--- config.mk ---
export PLATFORM = sky130hd
export DESIGN_NAME = gpma_ctrl
export DESIGN_NICKNAME = d
export VERILOG_FILES = /design/src/rtl/gravity_pose_moment_accumulator_core_defines.svh /design/src/rtl/gpma_pkg.sv /design/src/rtl/gpma_ctrl.sv
export SDC_FILE = /design/constraint.sdc
export NUM_CORES = 1
export LEC_CHECK = 0
export ABC_AREA = 1
export BUFFER_PORTS_ARGS = -buffer_cell sky130_fd_sc_hd__buf_2
export CAP_MARGIN = 20
export CELL_PAD_IN_SITES_DETAIL_PLACEMENT = 0
export CELL_PAD_IN_SITES_GLOBAL_PLACEMENT = 1
export CORE_MARGIN = 3
export CORE_UTILIZATION = 33
export DETAILED_ROUTE_END_ITERATION = 10
export GPL_ROUTABILITY_DRIVEN = 0
export PLACE_DENSITY_LB_ADDON = 0.1
export SYNTH_ARGS = -nofsm -noshare
export SYNTH_HDL_FRONTEND = slang
export SYNTH_SLANG_ARGS = --single-unit
--- constraint.sdc ---
create_clock -name aclk -period 1.4 [get_ports aclk]
set_input_delay 0 -clock aclk [delete_from_list [all_inputs] [get_ports aclk]]
set_output_delay 0 -clock aclk [all_outputs]
set_load 0.01 [all_outputs]
--- src/rtl/gravity_pose_moment_accumulator_core_defines.svh ---
// Assertion macros shared by the moment accumulator RTL.
// No dependencies.
`ifndef GRAVITY_POSE_MOMENT_ACCUMULATOR_CORE_DEFINES_SVH
`define GRAVITY_POSE_MOMENT_ACCUMULATOR_CORE_DEFINES_SVH
`define GPMA_ASSERT_IMPL(lbl, clk, rstn, a, c, msg) \
    lbl: assert property (@(posedge clk) disable iff (!rstn) (a) |-> (c)) else $error(msg);
`define GPMA_ASSERT_NEXT(lbl, clk, rstn, a, c, msg) \
    lbl: assert property (@(posedge clk) disable iff (!rstn) (a) |=> (c)) else $error(msg);
`endif

--- src/rtl/gpma_pkg.sv ---
// Shared types, constants and term table for the moment accumulator.
// No dependencies.
package gpma_pkg;
    localparam int COORD_BITS = 16;
    localparam int FRAC = COORD_BITS - 2;
    localparam int RSHIFT = 4 * FRAC - 28;
    localparam int NSLOT = 30;
    localparam int NTERM = 45;
    localparam int SLOT_W = 5;
    localparam int TERM_W = 6;
    localparam int W_BITS = 2 * COORD_BITS + 2;
    localparam int P_BITS = 2 * W_BITS + 2;
    localparam int ACC_W = 64;
    localparam int PART_W = P_BITS + 4;

    typedef enum logic [2:0] {
        ST_IDLE, ST_TERMS, ST_MERGE, ST_EMIT
    } gpma_state_t;

    typedef struct packed {
        logic load;
        logic clear_part;
        logic term_en;
        logic [TERM_W-1:0] term_idx;
        logic merge_en;
        logic [SLOT_W-1:0] slot_idx;
        logic emit_clear;
    } gpma_cmd_t;

    typedef struct packed {
        logic [TERM_W-1:0] slot;
        logic signed [2:0] mult;
        logic [3:0] wa;
        logic [3:0] wb;
    } term_t;

    function automatic term_t term_entry(input logic [TERM_W-1:0] i);
        term_t t;
        case (i)
            6'd0: t = '{6'd4, 3'sd1, 4'd0, 4'd0};
            6'd1: t = '{6'd3, 3'sd2, 4'd0, 4'd1};
            6'd2: t = '{6'd2, 3'sd1, 4'd1, 4'd1};
            6'd3: t = '{6'd2, 3'sd2, 4'd0, 4'd2};
            6'd4: t = '{6'd1, 3'sd2, 4'd1, 4'd2};
            6'd5: t = '{6'd0, 3'sd1, 4'd2, 4'd2};
            6'd6: t = '{6'd9, 3'sd1, 4'd0, 4'd3};
            6'd7: t = '{6'd8, 3'sd1, 4'd0, 4'd4};
            6'd8: t = '{6'd8, 3'sd1, 4'd1, 4'd3};
            6'd9: t = '{6'd7, 3'sd1, 4'd1, 4'd4};
            6'd10: t = '{6'd7, -3'sd1, 4'd0, 4'd3};
            6'd11: t = '{6'd7, 3'sd1, 4'd2, 4'd3};
            6'd12: t = '{6'd6, 3'sd1, 4'd2, 4'd4};
            6'd13: t = '{6'd6, -3'sd1, 4'd1, 4'd3};
            6'd14: t = '{6'd5, -3'sd1, 4'd2, 4'd3};
            6'd15: t = '{6'd14, 3'sd1, 4'd0, 4'd6};
            6'd16: t = '{6'd13, 3'sd1, 4'd0, 4'd7};
            6'd17: t = '{6'd13, 3'sd1, 4'd1, 4'd6};
            6'd18: t = '{6'd12, 3'sd1, 4'd0, 4'd8};
            6'd19: t = '{6'd12, 3'sd1, 4'd1, 4'd7};
            6'd20: t = '{6'd12, 3'sd1, 4'd2, 4'd6};
            6'd21: t = '{6'd11, 3'sd1, 4'd1, 4'd8};
            6'd22: t = '{6'd11, 3'sd1, 4'd2, 4'd7};
            6'd23: t = '{6'd10, 3'sd1, 4'd2, 4'd8};
            6'd24: t = '{6'd19, 3'sd1, 4'd3, 4'd3};
            6'd25: t = '{6'd18, 3'sd2, 4'd3, 4'd4};
            6'd26: t = '{6'd17, 3'sd1, 4'd4, 4'd4};
            6'd27: t = '{6'd17, -3'sd2, 4'd3, 4'd3};
            6'd28: t = '{6'd16, -3'sd2, 4'd3, 4'd4};
            6'd29: t = '{6'd15, 3'sd1, 4'd3, 4'd3};
            6'd30: t = '{6'd24, 3'sd1, 4'd3, 4'd6};
            6'd31: t = '{6'd23, 3'sd1, 4'd3, 4'd7};
            6'd32: t = '{6'd23, 3'sd1, 4'd4, 4'd6};
            6'd33: t = '{6'd22, 3'sd1, 4'd3, 4'd8};
            6'd34: t = '{6'd22, -3'sd1, 4'd3, 4'd6};
            6'd35: t = '{6'd22, 3'sd1, 4'd4, 4'd7};
            6'd36: t = '{6'd21, 3'sd1, 4'd4, 4'd8};
            6'd37: t = '{6'd21, -3'sd1, 4'd3, 4'd7};
            6'd38: t = '{6'd20, -3'sd1, 4'd3, 4'd8};
            6'd39: t = '{6'd29, 3'sd1, 4'd6, 4'd6};
            6'd40: t = '{6'd28, 3'sd2, 4'd6, 4'd7};
            6'd41: t = '{6'd27, 3'sd1, 4'd7, 4'd7};
            6'd42: t = '{6'd27, 3'sd2, 4'd6, 4'd8};
            6'd43: t = '{6'd26, 3'sd2, 4'd7, 4'd8};
            6'd44: t = '{6'd25, 3'sd1, 4'd8, 4'd8};
            default: t = '{6'd0, 3'sd0, 4'd0, 4'd0};
        endcase
        return t;
    endfunction
endpackage

--- src/rtl/gpma_ctrl.sv ---
// Controller: sequences term products, merges and coefficient emission.
// Uses gpma_pkg.
module gpma_ctrl (
    input  logic                      aclk,
    input  logic                      aresetn,
    input  logic                      in_fire,
    input  logic                      in_final,
    input  logic                      out_ready,
    output logic                      in_ready,
    output logic                      out_valid,
    output logic                      out_last,
    output logic                      clear_pending,
    output gpma_pkg::gpma_cmd_t       cmd
);
    import gpma_pkg::*;

    gpma_state_t state_reg, state_next;
    logic [TERM_W-1:0] cnt_reg, cnt_next;
    logic final_reg, final_next;
    logic clr_reg, clr_next;

    always_ff @(posedge aclk) begin
        if (!aresetn) begin
            state_reg <= ST_IDLE;
            cnt_reg <= '0;
            final_reg <= 1'b0;
            clr_reg <= 1'b1;
        end else begin
            state_reg <= state_next;
            cnt_reg <= cnt_next;
            final_reg <= final_next;
            clr_reg <= clr_next;
        end
    end

    // The term state runs on past the last term with term_en low, so the product register drains into the partial sums.
    always_comb begin
        state_next = state_reg;
        cnt_next = cnt_reg;
        final_next = final_reg;
        clr_next = clr_reg;
        case (state_reg)
            ST_IDLE: begin
                if (in_fire) begin
                    state_next = ST_TERMS;
                    cnt_next = '0;
                    final_next = in_final;
                    clr_next = 1'b0;
                end
            end
            ST_TERMS: begin
                if (cnt_reg == TERM_W'(NTERM)) begin
                    state_next = ST_MERGE;
                    cnt_next = '0;
                end else cnt_next = cnt_reg + 1'b1;
            end
            ST_MERGE: begin
                if (cnt_reg == TERM_W'(NSLOT - 1)) begin
                    cnt_next = '0;
                    state_next = final_reg ? ST_EMIT : ST_IDLE;
                end else cnt_next = cnt_reg + 1'b1;
            end
            ST_EMIT: begin
                if (out_ready) begin
                    if (cnt_reg == TERM_W'(NSLOT - 1)) begin
                        state_next = ST_IDLE;
                        clr_next = 1'b1;
                    end else cnt_next = cnt_reg + 1'b1;
                end
            end
            default: state_next = ST_IDLE;
        endcase
    end

    always_comb begin
        cmd = '0;
        in_ready = 1'b0;
        out_valid = 1'b0;
        out_last = 1'b0;
        case (state_reg)
            ST_IDLE: begin
                in_ready = 1'b1;
                cmd.load = in_fire;
                cmd.clear_part = in_fire;
                cmd.emit_clear = clr_reg;
            end
            ST_TERMS: begin
                cmd.term_en = cnt_reg < TERM_W'(NTERM);
                cmd.term_idx = cnt_reg;
            end
            ST_MERGE: begin
                cmd.merge_en = 1'b1;
                cmd.slot_idx = SLOT_W'(cnt_reg);
            end
            ST_EMIT: begin
                out_valid = 1'b1;
                out_last = cnt_reg == TERM_W'(NSLOT - 1);
                cmd.slot_idx = SLOT_W'(cnt_reg);
            end
            default: ;
        endcase
    end

    assign clear_pending = clr_reg;
endmodule

# --- Word level (Yosys, flattened, before mapping) ---
# Cells that the tools add are included.
word_totals:
  reg_bits: 11
  elab_cells: 50
  input_bits: 5
classes:
  reduce_logical: 8
  order_cmp: 1
  n_addsub: 1
  eq_ne: 11
  muxes: 25
op_table:
  columns: ["cell", "n"]
  rows:
  - ["$mux 6", 5]
  - ["$pmux 6 s4", 1]
  - ["$mux 3", 5]
  - ["$ne 2x2->1 const B", 6]
  - ["$pmux 3 s4", 1]
  - ["$mux 1", 8]
  - ["$reduce_and 4->1", 2]
  - ["$mux 7", 1]
  - ["$add 6x1->6 const B", 1]
  - ["$eq 3x2->1 const B", 2]
  - ["$eq 6x5->1 const B", 1]
  - ["$eq 6x6->1 const B", 1]
  - ["$lt 6x6->1 const B", 1]
  - ["$mux 5", 1]
  - ["$reduce_and 5->1", 1]
  - ["$mux 2", 2]
  - ["$reduce_bool 4->1", 1]
  - ["$eq 3x1->1 const B", 1]
  - ["$logic_not 3->1", 1]
  - ["$pmux 1 s2", 1]
  - ["$reduce_and 2->1", 1]
  - ["$reduce_bool 2->1", 1]
  - ["$reduce_or 2->1", 1]

# --- Depth between registers and ports, before layout ---
# Gate-level depths: netlist (run 1).
logic_depth:
  word_depth: 4
  depth_mapped: 11
  ltp_nobuf: 11

# --- Least setup slack after synthesis (run 1) ---
# OpenSTA, ideal clock, no wires.
synth_timing:
  kind: "flip-flop to flip-flop"
  start: "reg cnt_reg[1]"
  end: "reg cnt_reg[5]"
  period_less_slack_ns: 1.280
  stages_incl_launch_ff: 12
  setup_ns: 0.109
  setup_slack_ns: 0.120
  t_arrival_ns: 1.171
  cell_sequence: "dfxtp_1 inv_1 ha_1 inv_1 nor2_4 nand2_2 nand2_4 nand2_2 nand2_1 nand3_2 nand2_1 inv_1"
synth_between:
  elab_chain_len: 4
  elab_cells_between_ends: 10
synth_lines:
  columns: ["element", "line_no", "text"]
  rows:
  - ["start, declared", "gpma_ctrl.sv:18", "logic [TERM_W-1:0] cnt_reg, cnt_next;"]
  - ["start signal, assigned", "gpma_ctrl.sv:30", "cnt_reg <= cnt_next;"]
  - ["$add 6x1->6", "gpma_ctrl.sv:55, gpma_ctrl.sv:61, gpma_ctrl.sv:68", null]
  - ["$mux 6", "gpma_ctrl.sv:65", "if (cnt_reg == TERM_W'(NSLOT - 1)) begin"]
  - ["$mux 6", "gpma_ctrl.sv:64", "if (out_ready) begin"]
  - ["$pmux 6 s4", "gpma_ctrl.sv:42", "case (state_reg)"]
# Several ways; a longest one is shown, not always the timed one. The select of a mux whose other input is x is not followed.
# A chain may end at the register's enable or synchronous reset.

==> results of run 1 <==
how the worst min path moves through the flow:
stage             start            end
4_1_cts        in_final      final_reg
6_report       in_final      final_reg
3_3_place_gp    aresetn  clear_pending
5_1_grt        in_final      final_reg
3_5_place_dp    aresetn  clear_pending
2_1_floorplan   aresetn  clear_pending
cell families after synthesis:
logic type / after synthesis / synth area share, %
AND/OR/NAND/NOR: 64 / 40.8
buffers and inverters: 29 / 15.7
AO/OA/AOI/OAI: 17 / 13.0
flip-flops: 10 / 25.7
adder cells (fa/ha/maj): 3 / 4.82
cell type report:
type,count,area (um^2)
fillers,229,950
flip-flops and latches,10,210
repair buffers,39,245
inverters,27,106
well taps,27,33.8
clock buffers,3,22.5
multi-input cells,84,534
repair_timing:
item | 4_1_cts | 5_1_grt
endpoints found under the setup margin | 8 | 15
resized for setup | 8 | 25
cloned | 0 | 0
hold endpoints to repair | 1 | 0
setup buffers | 3 | 1
pin swaps | 2 | 6
hold buffers | 1 | 0
layout by cell type (no fill, tap or decap):
master,count
o21ai_2,2
a21oi_1,5
nand3_4,1
nor2_1,14
o21ai_0,1
inv_2,5
clkbuf_4,3
dlygate4sd3_1,1
nand2_8,1
buf_6,2
inv_1,20
dfxtp_2,2
buf_4,13
nand3_1,4
nand2_1,20
nand3_2,3
nand2_2,9
o21ai_1,4
nor2_2,5
buf_2,23
ha_4,1
dfxtp_1,6
nor2_4,2
nand4_1,3
dfxtp_4,2
ha_2,2
a21oi_2,4
nand2_4,2
o311a_1,1
inv_4,2
layer usage:
layer,wire [um],vias to the layer above,GRT usage (%)
met1,1020,370,23.6
met3,117,4,5.18
met4,28,0,3.73
met5,0,-,0
met2,1020,23,25.4
li1,-,459,-
report_power, final:
group | switching, mW | internal, mW
Combinational | 0.801 | 0.549
Clock | 0.103 | 0.0994
Sequential | 0.0640 | 0.368
critical path, cell delays in order, from the launching register on:
cell	delay, ns
dfxtp_4	0.35
buf_4	0.12
inv_2	0.04
ha_2	0.18
o311a_1	0.28
buf_2	0.14
metrics by stage:
stage	setup WS [ns]	instance area (um^2)	total power, mW	TNS, ns	instances
2_1_floorplan	0.120	779	1.18	0	123
6_report	0.0222	1150	1.99	0	190
5_1_grt	-0.0390	1150	2.15	-0.192	190
4_1_cts	0.00454	1070	1.82	0	189
3_5_place_dp	0.0339	990	1.53	0	182
3_3_place_gp	0.0966	990	1.54	0	182
==> flow_summary.json, run 1 <==
{
  "outcome": "finished, final reports clean",
  "min_period_ns": 1.38,
  "n_antenna_cell": 0,
  "drc": 0,
  "ys_ff_latch": 10,
  "tritoncts": "yes",
  "r2r_start": "cnt_reg[0]",
  "leakagePower_nw": 0.587,
  "overflow": 0,
  "hpwl_mm": 1.64,
  "syn_inst": 123,
  "cp.arrival_ns": 1.38,
  "hp-class": "input port to register",
  "setup_viol": 0,
  "fp.coreArea_mm2": 0.00210,
  "max-cap-violations": 0,
  "critPathRequiredTime_ns": 1.40,
  "cts-root-buf": "clkbuf_4",
  "grt_pass1_vias": 788,
  "vias": 856,
  "drt-initial-drc-count": 9,
  "report.final.slew_viol_count": 0,
  "ys_warn_count": 0,
  "finish.utilization_pct": 54.8,
  "area_delta_synth_final_pct": 47.8,
  "cts_buffer_depth": 2,
  "yosys-top-cells-area": "dfxtp_1, inv_1, nand2_1",
  "fmax_mhz": 726,
  "grt_first_pass_wirelength_mm": 3.65,
  "wirelength_mm": 2.19,
  "clk_latency_ns": 0.27,
  "clock_sinks": 10,
  "setup.worst_path.start_class": "register",
  "largest_reg_flops": 6,
  "synth_top_area_share_pct": 25.7,
  "rr_worst_depth": 11,
  "htreeDepth": 1,
  "syn-num-nets": 131,
  "tightest_slew_ns": 0.218,
  "antenna_found_initial": 0,
  "crit_path_end": "cmd[13]",
  "holdWs_ns": 0.00975,
  "layout.nets": 173,
  "fin_skew_ns": 0.00118,
  "rsz0062_at_grt": "true",
  "synth_area_um2": 779,
  "grt_util_all_layers_pct": 17.0,
  "die_h_um": 54.6,
  "cp-end-kind": "output pin",
  "critPathKind": "register to output pin",
  "ys.flop_type": "dfxtp_1",
  "grt_max_degree": 10,
  "synth_edf_count": 0,
  "reg2reg_slack_ns": 0.05,
  "powerDensity_mw_per_mm2": 1720,
  "synth_area_leader_cell": "dfxtp_1",
  "crit_fanout": 3,
  "die_area_mm2": 0.00298,
  "r2r-end": "cnt_reg[5]",
  "worstHoldPathCells": 3,
  "wire_per_inst_um": 11.5,
  "die_w_um": 54.6,
  "cts_buffers": 3,
  "yosys-top-cells-count": "inv_1, nand2_1, nor2_1",
  "row_count": 16,
  "ant_nets": 0,
  "num_io_pins": 25,
  "hold_viol": 0,
  "drive_above_1_share_pct": 51.5,
  "critPathLaunch": "cnt_reg[0]",
  "postSynthAreaPerCell_um2": 6.34,
  "period_share_pct": 98.4,
  "synth_cell_types": 22,
  "start_util_pct": 37.1,
  "yosysSeqAreaShare_pct": 25.7,
  "ir_worst_vdd_uv": 925,
  "drt_first_pass_iters": 4,
  "synth-async-reset-ratio_pct": 0,
  "maxSlewHeadroom_pct": 85.5,
  "cts.clk_slew.worst_paths_ns": 0.07,
  "portBuffers": 24,
  "via_per_inst": 4.51
}
No activity file was read; power rests on OpenSTA's default activity.
==> run 2: changes to the inputs <==
- ABC_AREA: 1 -> unset
- CELL_PAD_IN_SITES_DETAIL_PLACEMENT: 0 -> 1
- CORE_UTILIZATION: 33 -> 34
==> run 2 against run 1 <==
Net effect: the run now ends with negative setup slack left; register-to-register slack got worse by 0.16 ns; routed wire length increased by 28%; cell count decreased by 8.9%; cell area increased by 1.4%; sequential cell count unchanged; clock-buffer cell count is 1 higher; setup slack got worse by 0.13 ns; clock skew up 0.0050 ns; maximum frequency decreased by 8.9%; critical endpoint is now cnt_reg[0]; largest cell class unchanged.
==> flow_summary.json, run 2 <==
{
  "die_h_um": 53.9,
  "top_layer": "met4",
  "drc": 0,
  "stdcell_area_mm2": 0.00117,
  "final_cell_mix": "buf_2, buf_4, and2_1",
  "wirelength_mm": 2.80,
  "max-cap-violations": 0,
  "cts.clk_slew.worst_paths_ns": 0.07,
  "crit_fanout": 6,
  "placed_cells": 163,
  "synth_top_area_share_pct": 25.7,
  "setup.worst_path.start_class": "register",
  "cts_buffer_depth": 2,
  "fp.coreArea_mm2": 0.00206,
  "ant_nets": 0,
  "outcome": "finished with violations",
  "cts-root-buf": "clkbuf_4",
  "cp.arrival_ns": 1.68,
  "tightest_slew_ns": 0.408,
  "yosys-top-cells-area": "dfxtp_1, and2_1, nand3_1",
  "cp-end-kind": "register",
  "drt_first_pass_iters": 4,
  "wirelength_met1_mm": 1.23,
  "syn_inst": 104,
  "rsz0062_at_grt": "true",
  "layout.cells.non_filler": 173,
  "start_util_pct": 37.8,
  "syn-num-nets": 112,
  "num_io_pins": 25,
  "finalSetupTns_ns": -0.594,
  "ys_warn_count": 0,
  "report.final.slew_viol_count": 0,
  "drive_above_1_share_pct": 48.6,
  "cp_slowest_cell": "dfxtp_2",
  "crit_chain": "inv_2 > ha_4 > and3b_2 > nand3_4 > a32o_2 > o211a_1",
  "die_w_um": 53.9,
  "antenna_found_initial": 0,
  "portBuffers": 24,
  "place_area_mm2": 0.00102,
  "hpwl_mm": 1.82,
  "grt_first_pass_wirelength_mm": 4.24,
  "yosys-top-cells-count": "and2_1, nand3_1, dfxtp_1, nand2_1, nor2_1",
  "clk_latency_ns": 0.27,
  "worst_slack_ns": -0.112,
  "overflow": 0,
  "hp-class": "input port to register",
  "fin_skew_ns": 0.00618,
  "yosysSeqAreaShare_pct": 25.7,
  "vias": 924,
  "slowest_delay_ns": 0.33,
  "rr_worst_depth": 6,
  "ys.flop_type": "dfxtp_1",
  "area_delta_synth_final_pct": 49.9,
  "layout.nets": 155,
  "postSynthAreaPerCell_um2": 7.50,
  "tritoncts": "yes",
  "setup_viol": 8,
  "leakagePower_nw": 0.570,
  "maxSlewHeadroom_pct": 72.6,
  "wire_per_inst_um": 16.2,
  "grt_pass1_vias": 886,
  "layout_commonest_cell": "buf_2",
  "synth-async-reset-ratio_pct": 0,
  "grt_util_all_layers_pct": 20.6,
  "nFillCells": 274,
  "fmax_mhz": 661,
  "cts_buffers": 3,
  "via_per_inst": 5.34,
  "grt_max_degree": 17,
  "cp_top_family": "compound AO/OA/AOI/OAI gates",
  "drt-initial-drc-count": 12,
  "met2_length_mm": 1.40,
  "wl_met3_um": 126,
  "n_antenna_cell": 0,
  "period_share_pct": 108,
  "hold_viol": 0,
  "synth_area_um2": 779,
  "htreeDepth": 1,
  "finish.utilization_pct": 56.7,
  "violations": "negative setup slack",
  "synth_cell_types": 32,
  "row_count": 16,
  "critPathKind": "register to register",
  "powerDensity_mw_per_mm2": 660,
  "min_period_ns": 1.51,
  "synth_area_leader_cell": "dfxtp_1",
  "totalPowerFinal_uw": 772,
  "synth_edf_count": 0,
  "cp_num_buf_inv": 1,
  "die_area_mm2": 0.00290,
  "synthMostInstantiatedCell": "and2_1",
  "largest_reg_flops": 6,
  "clock_sinks": 10,
  "ys_ff_latch": 10,
  "worstHoldPathCells": 2,
  "ir_worst_vdd_uv": 401,
  "critPathRequiredTime_ns": 1.57,
  "cp.depth": 6
}
[run 2: cell count changes after synthesis, moves of 4 or more]
cell / change
nor2_1: -11
nand3_1: +6
inv_1: -20
and2_1: +12
nor2b_1: +4
nand2_2: -6
nand2_1: -14
[run 2: timing repair]
action | in CTS | in global routing
hold endpoints to repair | 1 | 0
pin swaps | 4 | 11
buffers inserted | 1 | 4
setup endpoints to repair | 17 | 20
hold buffers | 1 | 0
gates resized for setup | 10 | 11
[run 2: per-layer routing]
| layer | up-vias | track usage (%) |
|---|---|---|
| met5 | - | 0 |
| met4 | 0 | 3.83 |
| met3 | 4 | 5.82 |
| met2 | 27 | 34.7 |
| met1 | 449 | 25.9 |
| li1 | 444 | - |
[run 2: area by class of cell]
cell class,count,area (um^2),area share (%)
Multi-Input combinational cell,84,591,50.5
Timing Repair Buffer,44,284,24.3
Sequential cell,10,209,17.9
Clock buffer,4,36.3,3.10
Tap cell,27,33.8,2.89
Inverter,4,15.0,1.28
[run 2: kinds of logic (layout without fill, tap and decap cells)]
family	Yosys count	in the layout	share of synthesized area [%]
and+or+nand+nor	60	60	44.5
adders and majority gates	3	3	4.82
muxes	1	1	1.28
buffers and inverters	10	52	6.26
DFF	10	10	25.7
AOI/OAI and AO/OA	20	20	17.5
[run 2: worst paths after layout]
kind,startpoint,endpoint,slack (ns)
worst max-delay path,cnt_reg[1],cnt_reg[0],-0.11
worst min-delay path,aresetn,clear_pending,0.07
worst max register to register,cnt_reg[1],cnt_reg[0],-0.11
worst min register to register,clear_pending,clear_pending,0.53
[run 2: through the flow]
step                      worst slack (ns)  hold slack (ns)
after global routing                -0.163           0.0662
after CTS                          -0.0620           0.0506
after detailed placement           -0.0587            0.267
after global placement             -0.0307            0.267
after floorplan                   -0.00350            0.142
final                               -0.112           0.0704
[run 2: power breakdown]
part | internal (mW) | switching (mW)
registers | 0.297 | 0.0131
logic | 0.0918 | 0.100
clock network | 0.158 | 0.111
total | 0.547 | 0.225
==> run 3: changes to the inputs <==
- CTS_BUF_LIST: unset -> sky130_fd_sc_hd__clkbuf_16
==> run 3 against run 2 <==
Net effect: clock skew about the same; power up 33%; non-clock buffer count down 2; cell area up 1.4%; the run still ends with negative setup slack left; hold slack worse by 0.052 ns; routed wire length down 2.7%; die area unchanged; sequential share of layout area down 0.35 points; largest power group is now clock; highest routed layer is now met3.
==> flow_summary.json, run 3 (synthesis gave the netlist of run 2 again) <==
{
  "grt_first_pass_wirelength_mm": 4.31,
  "overflow": 0,
  "rsz0062_at_grt": "true",
  "wirelength_mm": 2.72,
  "critPathKind": "register to register",
  "final_cell_mix": "buf_2, buf_4, and2_1, nand3_1, nand2_1",
  "hpwl_mm": 1.82,
  "layout.nets": 153,
  "setup.worst_path.start_class": "register",
  "die_w_um": 53.9,
  "fp.coreArea_mm2": 0.00206,
  "die_h_um": 53.9,
  "cp.arrival_ns": 1.63,
  "vias": 871,
  "report.final.slew_viol_count": 0,
  "maxSlewHeadroom_pct": 80.7,
  "fmax_mhz": 665,
  "finalSetupTns_ns": -0.371,
  "htreeDepth": 1,
  "top_layer": "met3",
  "holdBufCountCts": 0,
  "cp_num_buf_inv": 1,
  "cts-root-buf": "clkbuf_16",
  "ant_nets": 0,
  "cp_slowest_cell": "a32o_2",
  "nFillCells": 269,
  "setup_viol": 8,
  "tritoncts": "yes",
  "fin_skew_ns": 0.00574,
  "n_antenna_cell": 0,
  "die_area_mm2": 0.00290,
  "drc": 0,
  "grt_pass1_vias": 897,
  "critPathRequiredTime_ns": 1.52,
  "outcome": "finished with violations",
  "met2_length_mm": 1.43,
  "clk_latency_ns": 0.24,
  "leakagePower_nw": 0.582,
  "area_delta_synth_final_pct": 52.0,
  "violations": "negative setup slack",
  "cts_buffer_depth": 2,
  "hold_viol": 0,
  "drt-initial-drc-count": 3,
  "grt_util_all_layers_pct": 21.0,
  "crit_chain": "inv_2 > ha_4 > and3b_2 > nand3_4 > a32o_2 > a31oi_1 > a31oi_1",
  "row_count": 16,
  "wire_per_inst_um": 15.9,
  "crit_fanout": 6,
  "wl_met3_um": 108,
  "antenna_found_initial": 0,
  "clock_sinks": 10,
  "drt_first_pass_iters": 4,
  "powerDensity_mw_per_mm2": 864,
  "wirelength_met1_mm": 1.18,
  "finish.utilization_pct": 57.5,
  "worst_slack_ns": -0.105,
  "ir_worst_vdd_uv": 756,
  "via_per_inst": 5.09,
  "period_share_pct": 107,
  "drive_above_1_share_pct": 45.8,
  "cp-end-kind": "register",
  "layout_commonest_cell": "buf_2",
  "hp-class": "input port to register",
  "num_io_pins": 25,
  "slowest_delay_ns": 0.33,
  "cp_top_family": "compound AO/OA/AOI/OAI gates",
  "portBuffers": 24,
  "start_util_pct": 37.8,
  "max-cap-violations": 0,
  "min_period_ns": 1.50,
  "cts_buffers": 3,
  "largest_reg_flops": 6,
  "tightest_slew_ns": 0.289,
  "crit_top_cell": "a31oi_1",
  "grt_max_degree": 17,
  "cts.clk_slew.worst_paths_ns": 0.04
}
run 3: final cells by class:
| cell class | count | area [um^2] | share of cell area (%) |
|---|---|---|---|
| clock buffers | 3 | 75.1 | 6.34 |
| clock inverters | 1 | 3.75 | 0.317 |
| inverters | 4 | 15.0 | 1.27 |
| multi-input cells | 84 | 581 | 49.0 |
| flip-flops and latches | 10 | 208 | 17.5 |
| well taps | 27 | 33.8 | 2.85 |
| repair buffers | 42 | 269 | 22.7 |
run 3: worst paths after layout:
kind / from / end / cells past startpoint / slack [ns]
max reg2reg: cnt_reg[1] / cnt_reg[3] / 7 / -0.10
min: in_final / final_reg / 3 / 0.02
max: cnt_reg[1] / cnt_reg[3] / 7 / -0.10
min reg2reg: clear_pending / clear_pending / 2 / 0.51
run 3: power breakdown:
part	internal, mW	total [mW]	switching [mW]	leakage, nW
clock network	0.375	0.516	0.141	0.0385
logic	0.0947	0.196	0.102	0.460
registers	0.298	0.311	0.0129	0.0837
total	0.768	1.02	0.256	0.582
run 3: repair_timing:
item,4_1_cts,5_1_grt
endpoints found under the hold margin,0,0
pin swaps,5,12
endpoints found under the setup margin,13,15
resized for setup,9,9
cloned,0,0
buffers inserted,1,4
run 3: layer usage:
metal  global-route usage (%)  vias up
li1                         -      441
met1                     25.7      415
met2                     36.9       15
met3                     5.82        0
met4                     2.98        0
met5                        0        -
run 3: through the flow:
step / cells / instance area, um^2 / total power [mW] / setup slack (ns) / hold slack [ns]
after global placement: 163 / 1020 / 0.465 / -0.0307 / 0.267
after detailed placement: 163 / 1020 / 0.469 / -0.0587 / 0.267
after CTS: 168 / 1140 / 1.00 / -0.0778 / 0.0259
after global routing: 171 / 1180 / 1.07 / -0.177 / 0.0677
final: 171 / 1180 / 1.02 / -0.105 / 0.0180
after floorplan: 104 / 797 / 0.404 / -0.00350 / 0.142
run 3: tightest hold or removal path: cells and delay by family:
family        cells  cell delay (ns)
simple gates      1             0.09
buf+inv           1             0.07
mux               1             0.05
